==> config.mk <==
export PLATFORM = sky130hd
export DESIGN_NAME = dnc_ram
export DESIGN_NICKNAME = d
export VERILOG_FILES = /design/src/hw/rtl/dnc_ram.sv
export SDC_FILE = /design/constraint.sdc
export NUM_CORES = 2
export LEC_CHECK = 0
export BUFFER_PORTS_ARGS = -buffer_cell sky130_fd_sc_hd__buf_2
export CORE_ASPECT_RATIO = 2
export CORE_MARGIN = 3
export CORE_UTILIZATION = 50
export DETAILED_ROUTE_END_ITERATION = 10
export GPL_TIMING_DRIVEN = 0
export PLACE_DENSITY = 0.63
export SKIP_CTS_REPAIR_TIMING = 1
export SYNTH_ARGS = -nofsm -noshare
export SYNTH_HDL_FRONTEND = slang
export SYNTH_SLANG_ARGS = --single-unit
==> constraint.sdc <==
create_clock -name clk -period 2.9 [get_ports clk]
set_input_delay 0.145 -clock clk [delete_from_list [all_inputs] [get_ports clk]]
set_output_delay 0.145 -clock clk [all_outputs]
set_load 0.02 [all_outputs]
==> src/hw/rtl/dnc_ram.sv <==
// Generic single-write, single-read RAM with a registered read port.
// No dependencies.
module dnc_ram #(
  parameter int WIDTH = 8,
  parameter int DEPTH = 256
) (
  input  logic                     clk,
  input  logic                     we,
  input  logic [$clog2(DEPTH)-1:0] waddr,
  input  logic [WIDTH-1:0]         wdata,
  input  logic [$clog2(DEPTH)-1:0] raddr,
  output logic [WIDTH-1:0]         rdata
);

  logic [WIDTH-1:0] mem [DEPTH];

  always_ff @(posedge clk) begin
    if (we) begin
      mem[waddr] <= wdata;
    end
    rdata <= mem[raddr];
  end

endmodule

Word level (Yosys, flattened, before mapping)
Memories as Yosys holds them, arrays and structs flattened. A register that Yosys moved wholly into a read port is not among the register bits.
Index checks and enable logic that the tools add are counted.
{ "totals": {"ff_bits": 0, "latch_bits": 0, "mem_bits_rw": 2048, "rom_bits": 0, "elab_cells": 3, "memories": 1} }
{ "op_classes": {"addsub": 0, "mul": 0, "div": 0, "n_lt_le_gt_ge": 0, "n_eq_ne": 0, "shift": 0, "mux": 2, "bitwise_logic": 0, "reduce_logical": 0} }
{ "memory_table": {"columns": ["name", "depth", "width", "rd", "rd_clocked_by_memory_dff", "write_ports", "line", "source"], "rows": [
  ["mem", 256, 8, 1, 1, 1, "15", "logic [WIDTH-1:0] mem [DEPTH];"]
]} }
{ "op_table": {"columns": ["cell", "count"], "rows": [
  ["1-bit 2-to-1 mux", 2]
]} }

Logic depth before layout (Yosys ltp)
{ "depth": {"ltp_word": 2, "depth_mapped": 11, "ltp_nobuf": 6} }

Worst setup path before layout
OpenSTA, ideal clock, no wires.
{ "synth_timing": {"path_type": "input port to flip-flop", "from": "input port raddr[0]", "to": "register rdata[2], read port of mem", "t_arrival_ns": 1.952, "required_time_ns": 2.769, "setup_slack_ns": 0.817, "stages": 9, "path_buffers": 4, "path_cell_list": "buf_6 > buf_12 > buf_8 > buf_2 > mux4_2 > a22oi_1 > a21oi_1 > nor4_1 > nor4_2"} }
{ "synth_rtl": {"columns": ["item", "line", "source"], "rows": [
  ["from (decl)", "11", "input logic [$clog2(DEPTH)-1:0] raddr,"],
  ["to (decl)", "12", "output logic [WIDTH-1:0] rdata"]
]} }

Worst setup path after layout
{ "layout_timing": {"from": "input port waddr[1]", "to": "memory mem[46][7] (enable)"} }
{ "layout_rtl": {"columns": ["item", "line", "source"], "rows": [
  ["from (decl)", "9", "input logic [$clog2(DEPTH)-1:0] waddr,"],
  ["to (decl)", "15", null]
]} }
No word-level cell before the write port.

==> metrics.md <==
| Metric | Value |
|---|---|
| Skew-Pair Late Insertion Delay | 0.82 ns |
| CTS tree | yes |
| TritonCTS buffer count | 177 |
| Max-Slew Margin vs Limit | 0.141 |
| Failing checks | negative setup slack |
| Maximum number of pins on one net before global-route repair | 157 |
| Outcome | complete, but fails checks |
| Clock skew after layout | 0.0316 ns |
| Final RePlAce weighted congestion | 0.936 |
| Required arrival time at the worst endpoint | 3.34 ns |
| Total global routing track utilization | 0.304 |
| Max Root-Sink Buffers | 4 |
| Vias | 40.5k |
| Overflow after GRT | 0 |
| WP data arrival | 3.57 ns |
| Routed via count divided by cell count | 6.54 |
| Unrepaired setup endpoints after global routing | true |
| Most used cell, CP | sky130_fd_sc_hd__clkbuf_1 |
| Max IR drop VDD | 0.619 mV |
| Wire length of the first global-routing pass | 335000 um |
| Power density over the cells | 670 mW/mm^2 |
| Synthesized cell area | 0.0796 mm^2 |
| I/O Pins | 34 |
| Final setup TNS | -21.06 ns |
| Reg2Reg Depth | 6 |
| Number of DRC markers after the initial detailed-route iteration | 5057 |
| Total count of max-transition violations in the final report | 0 |
| Total Wirelength | 247000 um |
| Final count of negative-setup-slack endpoints | 186 |
| Half-perimeter wire length after detailed placement | 171000 um |
| WL/cell | 39.9 um |
| P&R area growth vs syn | 11.5% |
| Hold_sp | waddr[6] |
| Distinct cell type count after synthesis | 55 |
| Synth warn | 0 |
| Worst stage delay on the critical path | 0.94 ns |
| Total of flip-flops plus latches after synthesis | 2056 |
| Critical path capture point type | flop |
| Number of global-route vias before repair | 41.1k |
| Worst hold stages | 3 |
| End point of the most critical hold path | mem[193][6] |
| TritonRoute pass-1 iters | 6 |
| Final Hold Viols | 0 |
| Static leakage | 27.2 nW |
| Most common flop cell mapped by yosys | sky130_fd_sc_hd__edfxtp_1 |
| Effective utilization at floorplan | 0.504 |
| Die area | 0.164 mm^2 |
| Worst hold path class | in -> reg |
| Kind of start point of the critical path | primary input |
| Number of antenna violations at the first check in global routing | 17 |
| Synthesized Nets | 3759 |
| Max FO, Critical Path | 10 |
| Slew at the pin closest to its max-slew limit | 1.28 ns |
| Sequential share of the synthesized area | 0.775 |
| R2r startpoint | mem[131][7] |
| Capturing point of the worst reg2reg path | rdata[7] |
| Achievable clock frequency | 320 MHz |
| Number of buffers added on ports | 26 |
| Synthesized area divided by synthesized cell count | 21.3 um^2 |
| Max Cap Viol | 0 |
| Final period utilization | 1.08 |
| Total number of H-tree levels | 4 |
| Residual DRC | 0 |
| Cell count after synthesis | 3733 |
| Horizontal die dimension | 288 um |
| Core Footprint | 0.158 mm^2 |
| Cell with the largest stage delay on the worst path | sky130_fd_sc_hd__nor2_1 |
| List of cells traversed by the critical path | clkbuf_1 > nor2b_1 > clkbuf_1 > nand4_1 > clkbuf_2 > nor2_1 |
| Post-placement setup slack | -2.25 ns |
| Post-layout power | 59.5 mW |
| Min Clock Period, post-route | 3.12 ns |
| Floorplan die height | 570 um |
| Setup slack on the worst flop-to-flop path | 0 ns |
| Number of synthesized flops with an enable pin | 2048 |
| Number of fill cells | 11.9k |
| Number of routed nets with antenna violations | 0 |
| Proportion of register bits with asynchronous set or reset after synthesis | 0 |
| Slack of the critical path | -0.224 ns |
| Number of nets at the end of the flow | 3989 |
| Clock edge transition at the registers on the reported setup and hold paths | 0.07 ns |
| # clock sinks | 2056 |
| Worst setup path category | in -> reg |
| Cell at the root of the clock tree | sky130_fd_sc_hd__clkbuf_16 |
| # rows | 206 |
| Share of post-route cells with drive strength above 1 | 0.232 |
[worst max-delay path by stage]
stage / slack (ns) / end / startpoint
finish: -0.22 / mem[46][7] / waddr[1]
detailed placement: -2.25 / rdata[7] / raddr[2]
floorplan: 0.82 / rdata[2] / raddr[0]
CTS: -1.38 / rdata[7] / raddr[2]
global placement: -2.87 / rdata[4] / raddr[2]
global route: -0.06 / mem[62][1] / waddr[1]
[cell usage after synthesis (28+ instances only)]
cell type                  count  area share
sky130_fd_sc_hd__edfxtp_1   2048        0.77
sky130_fd_sc_hd__mux4_2      454        0.13
sky130_fd_sc_hd__nor2_1      282       0.013
sky130_fd_sc_hd__mux2i_1     134       0.017
sky130_fd_sc_hd__a22oi_1     133       0.013
sky130_fd_sc_hd__clkbuf_1    111      0.0052
sky130_fd_sc_hd__a21oi_1      96      0.0060
sky130_fd_sc_hd__o221ai_1     46      0.0051
sky130_fd_sc_hd__nand3_1      34      0.0021
sky130_fd_sc_hd__nand2_1      33      0.0016
sky130_fd_sc_hd__buf_2        31      0.0020
sky130_fd_sc_hd__nor2b_1      31      0.0024
sky130_fd_sc_hd__o22ai_1      28      0.0022
[worst max-delay path: cells and delay by family]
family                 cells  cell delay, ns
buffers and inverters      3            1.59
AND/OR/NAND/NOR            3            1.81
[metal layers]
metal,track usage,vias to the layer above,part of all wire
met5,0,-,0.00019
met4,0.234,8,0.093
met3,0.0532,689,0.074
met2,0.527,2287,0.52
met1,0.329,21332,0.31
li1,-,16138,-
[sequential cells by signal, summed over array words and instances (netlist names)]
register	count
rdata	8
mem	2048
[power by group]
part / switching (mW) / internal [mW] / total [mW]
sequential: 0.0199 / 32.7 / 32.8
combinational: 2.53 / 1.11 / 3.63
clock: 10.6 / 12.5 / 23.1
total: 13.1 / 46.3 / 59.5
[cells in the final DEF (no fill, tap or decap), types with 14 or more instances in the layout]
master / n
sky130_fd_sc_hd__mux4_2: 454
sky130_fd_sc_hd__clkbuf_1: 94
sky130_fd_sc_hd__mux2i_1: 134
sky130_fd_sc_hd__nor2_1: 274
sky130_fd_sc_hd__clkbuf_2: 56
sky130_fd_sc_hd__o221ai_1: 46
sky130_fd_sc_hd__clkbuf_16: 181
sky130_fd_sc_hd__edfxtp_1: 2048
sky130_fd_sc_hd__clkinv_2: 25
sky130_fd_sc_hd__buf_2: 48
sky130_fd_sc_hd__buf_8: 23
sky130_fd_sc_hd__nor2b_1: 30
sky130_fd_sc_hd__o22ai_1: 28
sky130_fd_sc_hd__nand3_1: 34
sky130_fd_sc_hd__clkinv_1: 52
sky130_fd_sc_hd__buf_4: 31
sky130_fd_sc_hd__buf_6: 21
sky130_fd_sc_hd__a211oi_1: 14
sky130_fd_sc_hd__a21oi_1: 96
sky130_fd_sc_hd__nand2_1: 33
sky130_fd_sc_hd__a22oi_1: 132
[stage by stage]
| stage | utilization | hold slack [ns] | instance area (um^2) | cells |
|---|---|---|---|---|
| 2_1_floorplan | - | 0.244 | 79600 | 3733 |
| 3_5_place_dp | 0.525 | 0.471 | 82800 | 5855 |
| 6_report | 0.562 | 0.179 | 88700 | 6189 |
| 3_3_place_gp | 0.522 | 0.565 | 82300 | 5839 |
| 5_1_grt | 0.562 | 0.213 | 88700 | 6182 |
| 4_1_cts | 0.559 | -0.397 | 88200 | 6170 |
[final cells by class]
| class | instances | area [um^2] | share of cell area |
|---|---|---|---|
| inverter | 2 | 7.51 | 0.0000846 |
| sequential | 2056 | 61700 | 0.695 |
| clock inverter | 97 | 727 | 0.00819 |
| timing repair buffer | 52 | 678 | 0.00764 |
| clock buffer | 218 | 4700 | 0.0530 |
| tap | 2080 | 2600 | 0.0293 |
| antenna | 10 | 25.0 | 0.000282 |
| multi-input combinational | 1442 | 16800 | 0.189 |
| buffer | 232 | 1540 | 0.0173 |
[logic make-up (layout without fill, tap and decap cells)]
kind of cell    after synthesis  count (layout)  share of synthesized area
compound gates              385             385                     0.0342
buf+inv                     235             601                     0.0183
flops                      2056            2056                      0.775
mux                         591             591                      0.146
other cells                   0              10                          0
simple gates                466             466                     0.0263
(Power assumes the default switching activity.)
