===== config.mk =====
export PLATFORM = sky130hd
export DESIGN_NAME = dnc_label_check
export DESIGN_NICKNAME = d
export VERILOG_FILES = /design/src/hw/rtl/dnc_pkg.sv /design/src/hw/rtl/dnc_label_check.sv
export SDC_FILE = /design/constraint.sdc
export NUM_CORES = 1
export LEC_CHECK = 0
export BUFFER_PORTS_ARGS = -buffer_cell sky130_fd_sc_hd__buf_2
export CORE_AREA = 3 3 40 42
export DETAILED_ROUTE_END_ITERATION = 10
export DIE_AREA = 0 0 43 45
export PLACE_DENSITY = 0.66
export SETUP_SLACK_MARGIN = 0.15
export SYNTH_ARGS = -nofsm -noshare
export SYNTH_HDL_FRONTEND = slang
export SYNTH_SLANG_ARGS = --single-unit

===== constraint.sdc =====
create_clock -name vclk -period 5.35
set_clock_uncertainty 0.1 [all_clocks]
set_input_delay 0.2675 -clock vclk [all_inputs]
set_output_delay 0.2675 -clock vclk [all_outputs]
set_load 0.02 [all_outputs]

===== src/hw/rtl/dnc_pkg.sv =====
// Shared types, constants and helpers for the DNS name compression writer.
// No dependencies; the other files in hw/rtl, apart from dnc_ram, refer to this package by scoped names.
package dnc_pkg;

  // Defaults for the top-level parameters.
  localparam int BUF_DEPTH_DEF   = 4096;
  localparam int MAX_OFFSETS_DEF = 512;
  localparam int MAX_HOPS_DEF    = 64;
  localparam int NAME_MAX_DEF    = 256;

  // Width of the domain that buffer offsets, pointer targets and lengths are compared in.
  localparam int ATW = 16;

  localparam logic [12:0] CAP_RESET = 13'd4096;
  localparam logic [7:0]  LABEL_MAX = 8'd63;
  localparam logic [1:0]  PTR_TAG   = 2'b11;
  localparam logic        REG_CAPACITY = 1'b0;

  typedef enum logic [1:0] {
    CMD_RAW   = 2'd0,
    CMD_NAME  = 2'd1,
    CMD_READ  = 2'd2,
    CMD_CLEAR = 2'd3
  } cmd_t;

  typedef enum logic [1:0] {
    ST_OK   = 2'd0,
    ST_FULL = 2'd1,
    ST_MALF = 2'd2
  } status_t;

  typedef enum logic [4:0] {
    S_IDLE,
    S_EXEC,
    S_RDWAIT,
    S_OUTER_RD,
    S_OUTER_CHK,
    S_OFF_RD,
    S_M_START,
    S_M_RD,
    S_M_CHK,
    S_M_PTR,
    S_M_CMP_RD,
    S_M_CMP_CHK,
    S_FIT,
    S_COPY_RD,
    S_COPY_WR,
    S_PTR_HI,
    S_PTR_LO,
    S_DONE
  } state_t;

  // Result of comparing one buffer byte against one staged byte.
  typedef struct packed {
    logic is_ptr;
    logic over63;
    logic is_zero;
    logic eq_raw;
    logic eq_fold;
  } lbl_chk_t;

  function automatic logic [7:0] fold(input logic [7:0] c);
    logic [7:0] r;
    r = c;
    if (c >= 8'h41 && c <= 8'h5A) begin
      r = c + 8'd32;
    end
    return r;
  endfunction

endpackage


===== src/hw/rtl/dnc_label_check.sv =====
// Byte compare unit shared by the label checks and byte compares of the suffix search.
// Depends on dnc_pkg for the result struct and the case fold.
module dnc_label_check (
  input  logic [7:0]          buf_byte,
  input  logic [7:0]          stg_byte,
  output dnc_pkg::lbl_chk_t   chk
);

  always_comb begin
    chk.is_ptr  = (buf_byte[7:6] == dnc_pkg::PTR_TAG);
    chk.over63  = (buf_byte > dnc_pkg::LABEL_MAX);
    chk.is_zero = (buf_byte == 8'd0);
    chk.eq_raw  = (buf_byte == stg_byte);
    chk.eq_fold = (dnc_pkg::fold(buf_byte) == dnc_pkg::fold(stg_byte));
  end

endmodule


Yosys cells after proc, flatten, opt, wreduce, memory -nomap -nowiden
Cells that the tools add are included.

operators by class
  muxes and demuxes = 2
  $lt $le $gt $ge = 5
  add/sub/neg operators = 2
  eq/ne operators = 3
  reductions and logical operators = 3

operators with widths
  operator               count
  $add A8 B6 Y8 const B  2
  $eq A8 B8 Y1           2
  $ge A8 B7 Y1 const B   2
  $le A8 B7 Y1 const B   2
  $mux W8                2
  $gt A8 B6 Y1 const B   1
  $logic_not A8 Y1       1
  $eq A2 B2 Y1 const B   1
  $logic_and A1 B1 Y1    2

storage, ports and cells
  bits of input ports = 16
  output and inout bits = 5
  bits in registers = 0
  word-level logic and storage cells = 15

Longest topological paths before layout
Gate-level depths: netlist (run 1).

  depth after elaboration = 4
  mapped depth = 6
  gate-level depth less buffers = 6

Worst setup path before layout (run 1)
OpenSTA, ideal clock, no wires.

  path type = input to output
  start = input stg_byte[2]
  end = output chk[0] in the netlist's numbering
  path buffers = 0
  cell stages on the path = 5
  data arrival time = 2.009 ns
  required time = 4.983 ns
  path slack = 2.973 ns
  cell sequence = or4_4 o221a_4 a2111oi_4 nor3b_1 nor4_2

RTL lines
  what                line                  source
  start: declaration  dnc_label_check.sv:5  input logic [7:0] stg_byte,
  end: declaration    dnc_label_check.sv:6  output dnc_pkg::lbl_chk_t chk

==> results of run 1 <==
-- worst max-delay path, delay by kind of cell --
family          cells  cell delay (ps)
simple gates        3              870
compound gates      2              630
buf+inv             2              320
-- final cells by class --
class,count,area [µm²],share of cell area
multi-input combinational,46,365,0.736
timing repair buffer,21,105,0.212
tap,15,18.8,0.0378
inverter,2,7.51,0.0151
-- per-stage QoR --
| stage | cells | power [mW] | util | hold slack (ps) | setup slack, ps |
|---|---|---|---|---|---|
| 2_1_floorplan | 49 | 0.0216 | - | 518 | 2970 |
| 3_3_place_gp | 84 | 0.0361 | 0.387 | 774 | 2910 |
| 3_5_place_dp | 84 | 0.0368 | 0.387 | 771 | 2880 |
| 4_1_cts | 84 | 0.0370 | 0.387 | 772 | 2870 |
| 5_1_grt | 84 | 0.0408 | 0.387 | 810 | 2810 |
| 6_report | 84 | 0.0368 | 0.387 | 773 | 2890 |
-- report_power, final --
group / switching, mW / internal (mW) / leakage [nW]
Sequential: 0 / 0 / 0
Clock: 0 / 0 / 0
Combinational: 0.0207 / 0.0161 / 0.219
-- synth_stat cells, types with 2 or more instances --
cell      n  area (µm²)
nand2_1   2        7.51
xor2_1    8        70.1
xnor2_1   3        26.3
inv_1     2        7.51
nor2_1    6        22.5
nand3_1   2        10.0
ha_1      2        25.0
nor3b_1   3        22.5
o211ai_1  2        15.0
-- worst min path at each step --
| stage | cells past startpoint | endpoint |
|---|---|---|
| 3_3_place_gp | 3 | chk[2] |
| 3_5_place_dp | 3 | chk[2] |
| 6_report | 3 | chk[2] |
| 4_1_cts | 3 | chk[2] |
| 5_1_grt | 3 | chk[2] |
| 2_1_floorplan | 1 | chk[2] |
-- cells in the final DEF, fill, tap and decap left out, drive strengths merged, types with 2 or more instances in the layout --
cell type and count:
nor3b 3, nor2 6, inv 2, nand2 2
or4 2, nand3 2, xnor2 3, o211ai 2
buf 21, ha 2, xor2 8, nor4 2
-- metal layers --
layer | global-route usage | up-vias
met4 | 0 | 0
met1 | 0.155 | 183
met5 | 0 | -
met2 | 0.168 | 14
met3 | 0.0159 | 0
li1 | - | 227
-- kinds of logic after synthesis --
group	count (synthesis)	share of synthesized area
buf+inv	3	0.0299
simple gates	23	0.369
compound gates	10	0.279
fa+ha+maj	2	0.0664
xor+xnor	11	0.256
==> impl_metrics.py, run 1 <==
metrics = {
    "run_status": {
        "status": "finished clean",
    },
    "setup_path": {
        "crit_top_cell": "buf_2",
        "cp.required_ps": 4980,
        "crit_chain": "buf_2 > or4_4 > o221a_4 > a2111oi_4 > nor3b_1 > nor4_2 > buf_2",
        "start_kind": "input port",
        "cpPeakStageDelay_ps": 520,
        "crit_start": "stg_byte[2]",
        "worstPathMaxFanout": 5,
        "setup.worst_path.end": "chk[0]",
        "path_class": "input port to output pin",
        "critical_path_arrival_ps": 2090,
        "endpoint_kind": "output pin",
        "slowest_stage": "or4_4",
    },
    "cells_and_area": {
        "nFillCells": 138,
        "syn_to_final_growth_pct": 31.9,
        "clockBufferCount": 0,
        "n_antenna_cell": 0,
        "drive_above_1_share": 0.377,
        "layout.nets": 89,
        "design.seq.count": 0,
        "regArea_um2": 0,
        "fin_area_um2": 497,
    },
    "drt": {
        "drtPass1Iterations": 4,
        "vias": 424,
        "drt-total-wl_um": 969,
        "top_layer_used": "met3",
        "met1_length_um": 483,
        "drc": 0,
        "wl_met3_um": 81,
        "route.met2.wl_um": 404,
        "postRouteAntennaNets": 0,
        "wl_per_cell_um": 11.5,
        "drtIter0Drc": 10,
        "routed_via_density": 5.05,
    },
    "logic_synthesis": {
        "syn_avg_cell_area_um2": 7.69,
        "yosysWarningCount": 0,
        "syn_inst": 49,
        "synth_cell_types": 28,
        "syn_area_um2": 377,
        "synth_nets": 67,
        "yosysSeqAreaShare": 0,
    },
    "clock_tree": {
        "ctsHoldBuffers": 0,
        "cts_resized": 0,
        "postCtsSetupBuffers": 0,
    },
    "sta": {
        "hold_violations": 0,
        "tns_ps": 0,
        "setup_viol": 0,
        "post-route-min-period_ps": 2460,
        "tightest_slew_ps": 470,
        "layout_worst_path_cycle_share": 0.460,
        "maxSlewViolCount": 0,
        "fmax_ghz": 0.407,
        "rsz0062_at_grt": "false",
        "slew_headroom": 0.686,
    },
    "floorplanning": {
        "fp.dieArea_um2": 1940,
        "initial_utilization": 0.293,
        "rows": 13,
        "io_pins": 21,
        "die_h_um": 45,
        "core-area_um2": 1280,
        "chipWidth_um": 43,
    },
    "hold_path": {
        "hp-class": "input port to output pin",
        "worstHoldStart": "buf_byte[1]",
    },
    "global_routing": {
        "grt_max_degree": 9,
        "grt_pass1_wl_um": 1660,
        "grt_usage": 0.104,
        "grt_antenna_before_repair": 0,
        "grt_pass1_vias": 399,
        "grt_remaining_overflow": 0,
    },
    "run": {
        "cap_viol_max_count": 0,
    },
    "placed_design": {
        "numPortBuffers": 21,
        "hpwl_um": 833,
        "gp_congestion": 0.716,
        "placed_area_um2": 497,
    },
    "pwr": {
        "leakage_nw": 0.219,
        "peakVddDrop_mv": 0.0274,
        "power.density_nw_per_um2": 74.1,
    },
}
Power figures use the tool's default switching activity.
==> run 2: changes to the inputs <==
- PLACE_DENSITY: 0.66 -> 0.68
- clock period: 5.35 -> 2.1 ns (I/O delays scaled with it)
==> run 2 against run 1 <==
Die area did not move. Sequential share of layout area did not move. Via count rose by 5.7%. Routed wire length rose by 3.2%. Total power rose to 3.0 times the previous value. Setup slack got worse by 2800 ps. Non-clock buffer count rose by 3. Utilization rose by 5.6 points. Flip-flop and latch count did not move. Largest cell class unchanged. Critical path depth rose by 1. Combinational power rose to 3.0 times the previous value.
==> impl_metrics.py, run 2 (synthesis gave the netlist of run 1 again) <==
metrics = {
    "sta": {
        "setup_viol": 0,
        "layout_worst_path_cycle_share": 0.957,
        "post-route-min-period_ps": 2010,
        "hold_violations": 0,
        "tightest_slew_ps": 447,
        "tns_ps": 0,
        "rsz0062_at_grt": "true",
        "maxSlewViolCount": 0,
        "fmax_ghz": 0.497,
        "slew_headroom": 0.701,
    },
    "placed_design": {
        "numPortBuffers": 21,
        "placed_area_um2": 533,
        "gp_congestion": 0.736,
        "hpwl_um": 850,
    },
    "setup_path": {
        "path_class": "input port to output pin",
        "cpPeakStageDelay_ps": 520,
        "cp.required_ps": 1890,
        "endpoint_kind": "output pin",
        "crit_top_cell": "buf_6",
        "cp_top_family": "simple AND/OR/NAND/NOR gates",
        "path_depth": 8,
        "worstPathMaxFanout": 4,
        "slowest_stage": "or4_4",
        "critical_path_arrival_ps": 1810,
        "crit_chain": "buf_6 > or4_4 > o221a_4 > buf_6 > a21boi_4 > xnor2_2 > nor4_4 > buf_4",
        "path_buf_inv": 3,
        "start_kind": "input port",
    },
    "cells_and_area": {
        "fin_area_um2": 569,
        "mostFrequentLayoutCells": "buf_2, xor2_1, nor2_1",
        "drive_above_1_share": 0.458,
        "final_common_cell": "buf_2",
        "fin_util": 0.443,
        "design.seq.count": 0,
        "regArea_um2": 0,
        "multi_input_area_um2": 403,
        "n_antenna_cell": 0,
        "nFillCells": 135,
        "layout.nets": 92,
        "syn_to_final_growth_pct": 51.2,
        "clockBufferCount": 0,
    },
    "floorplanning": {
        "core-area_um2": 1280,
        "fp.dieArea_um2": 1940,
        "die_h_um": 45,
        "rows": 13,
        "io_pins": 21,
        "initial_utilization": 0.293,
        "chipWidth_um": 43,
    },
    "drt": {
        "drc": 0,
        "drtIter0Drc": 4,
        "postRouteAntennaNets": 0,
        "vias": 448,
        "wl_per_cell_um": 11.5,
        "drtPass1Iterations": 2,
        "routed_via_density": 5.15,
        "drt-total-wl_um": 1000,
    },
    "clock_tree": {
        "postCtsSetupBuffers": 0,
    },
    "global_routing": {
        "grt_max_degree": 9,
        "grt_pass1_wl_um": 1570,
        "grt_antenna_before_repair": 0,
        "grt_usage": 0.100,
        "grt_pass1_vias": 369,
        "grt_remaining_overflow": 0,
    },
    "pwr": {
        "leakage_nw": 0.253,
        "peakVddDrop_mv": 0.0749,
        "power.density_nw_per_um2": 195,
        "finalPower_mw": 0.111,
    },
    "hold_path": {
        "holdPathStages": 3,
        "hp-class": "input port to output pin",
    },
    "run_status": {
        "status": "finished clean",
    },
    "run": {
        "cap_viol_max_count": 0,
    },
}
[run 2: area by class of cell]
class	count	area share
multi-input combinational	46	0.708
timing repair buffer	24	0.246
inverter	2	0.0132
tap	15	0.0330
[run 2: tightest hold or removal path, cell delays in order]
cell     delay [ps]
buf_2           130
nor4b_1          50
buf_2           150
[run 2: routing by layer]
layer	vias up	track usage	wire length [µm]
met2	15	0.159	416
met1	198	0.155	512
li1	235	-	-
met5	-	0	0
met4	0	0	0
met3	0	0.0120	71
[run 2: final timing paths]
| check | start | to | slack (ps) |
|---|---|---|---|
| setup / recovery | stg_byte[3] | chk[0] | 90 |
| hold / removal | buf_byte[1] | chk[2] | 440 |
[run 2: per-stage QoR]
stage                     hold slack [ps]  instances  worst slack [ps]
after global routing                  462         87              41.0
after CTS                             445         87              77.6
after global placement                450         87              35.1
final                                 442         87              89.5
after floorplan                       193         49               181
after detailed placement              444         87              17.0
[run 2: timing repair]
item                       CTS  global route
gates cloned                 0             0
pin swaps                    7             0
hold endpoints to repair     0             0
hold buffers                 0             0
resized for setup            7             1
setup endpoints to repair    1             1
[run 2: where the power goes]
| part | internal, mW | switching (mW) |
|---|---|---|
| clock network | 0 | 0 |
| logic | 0.0520 | 0.0587 |
| registers | 0 | 0 |
| total | 0.0520 | 0.0587 |
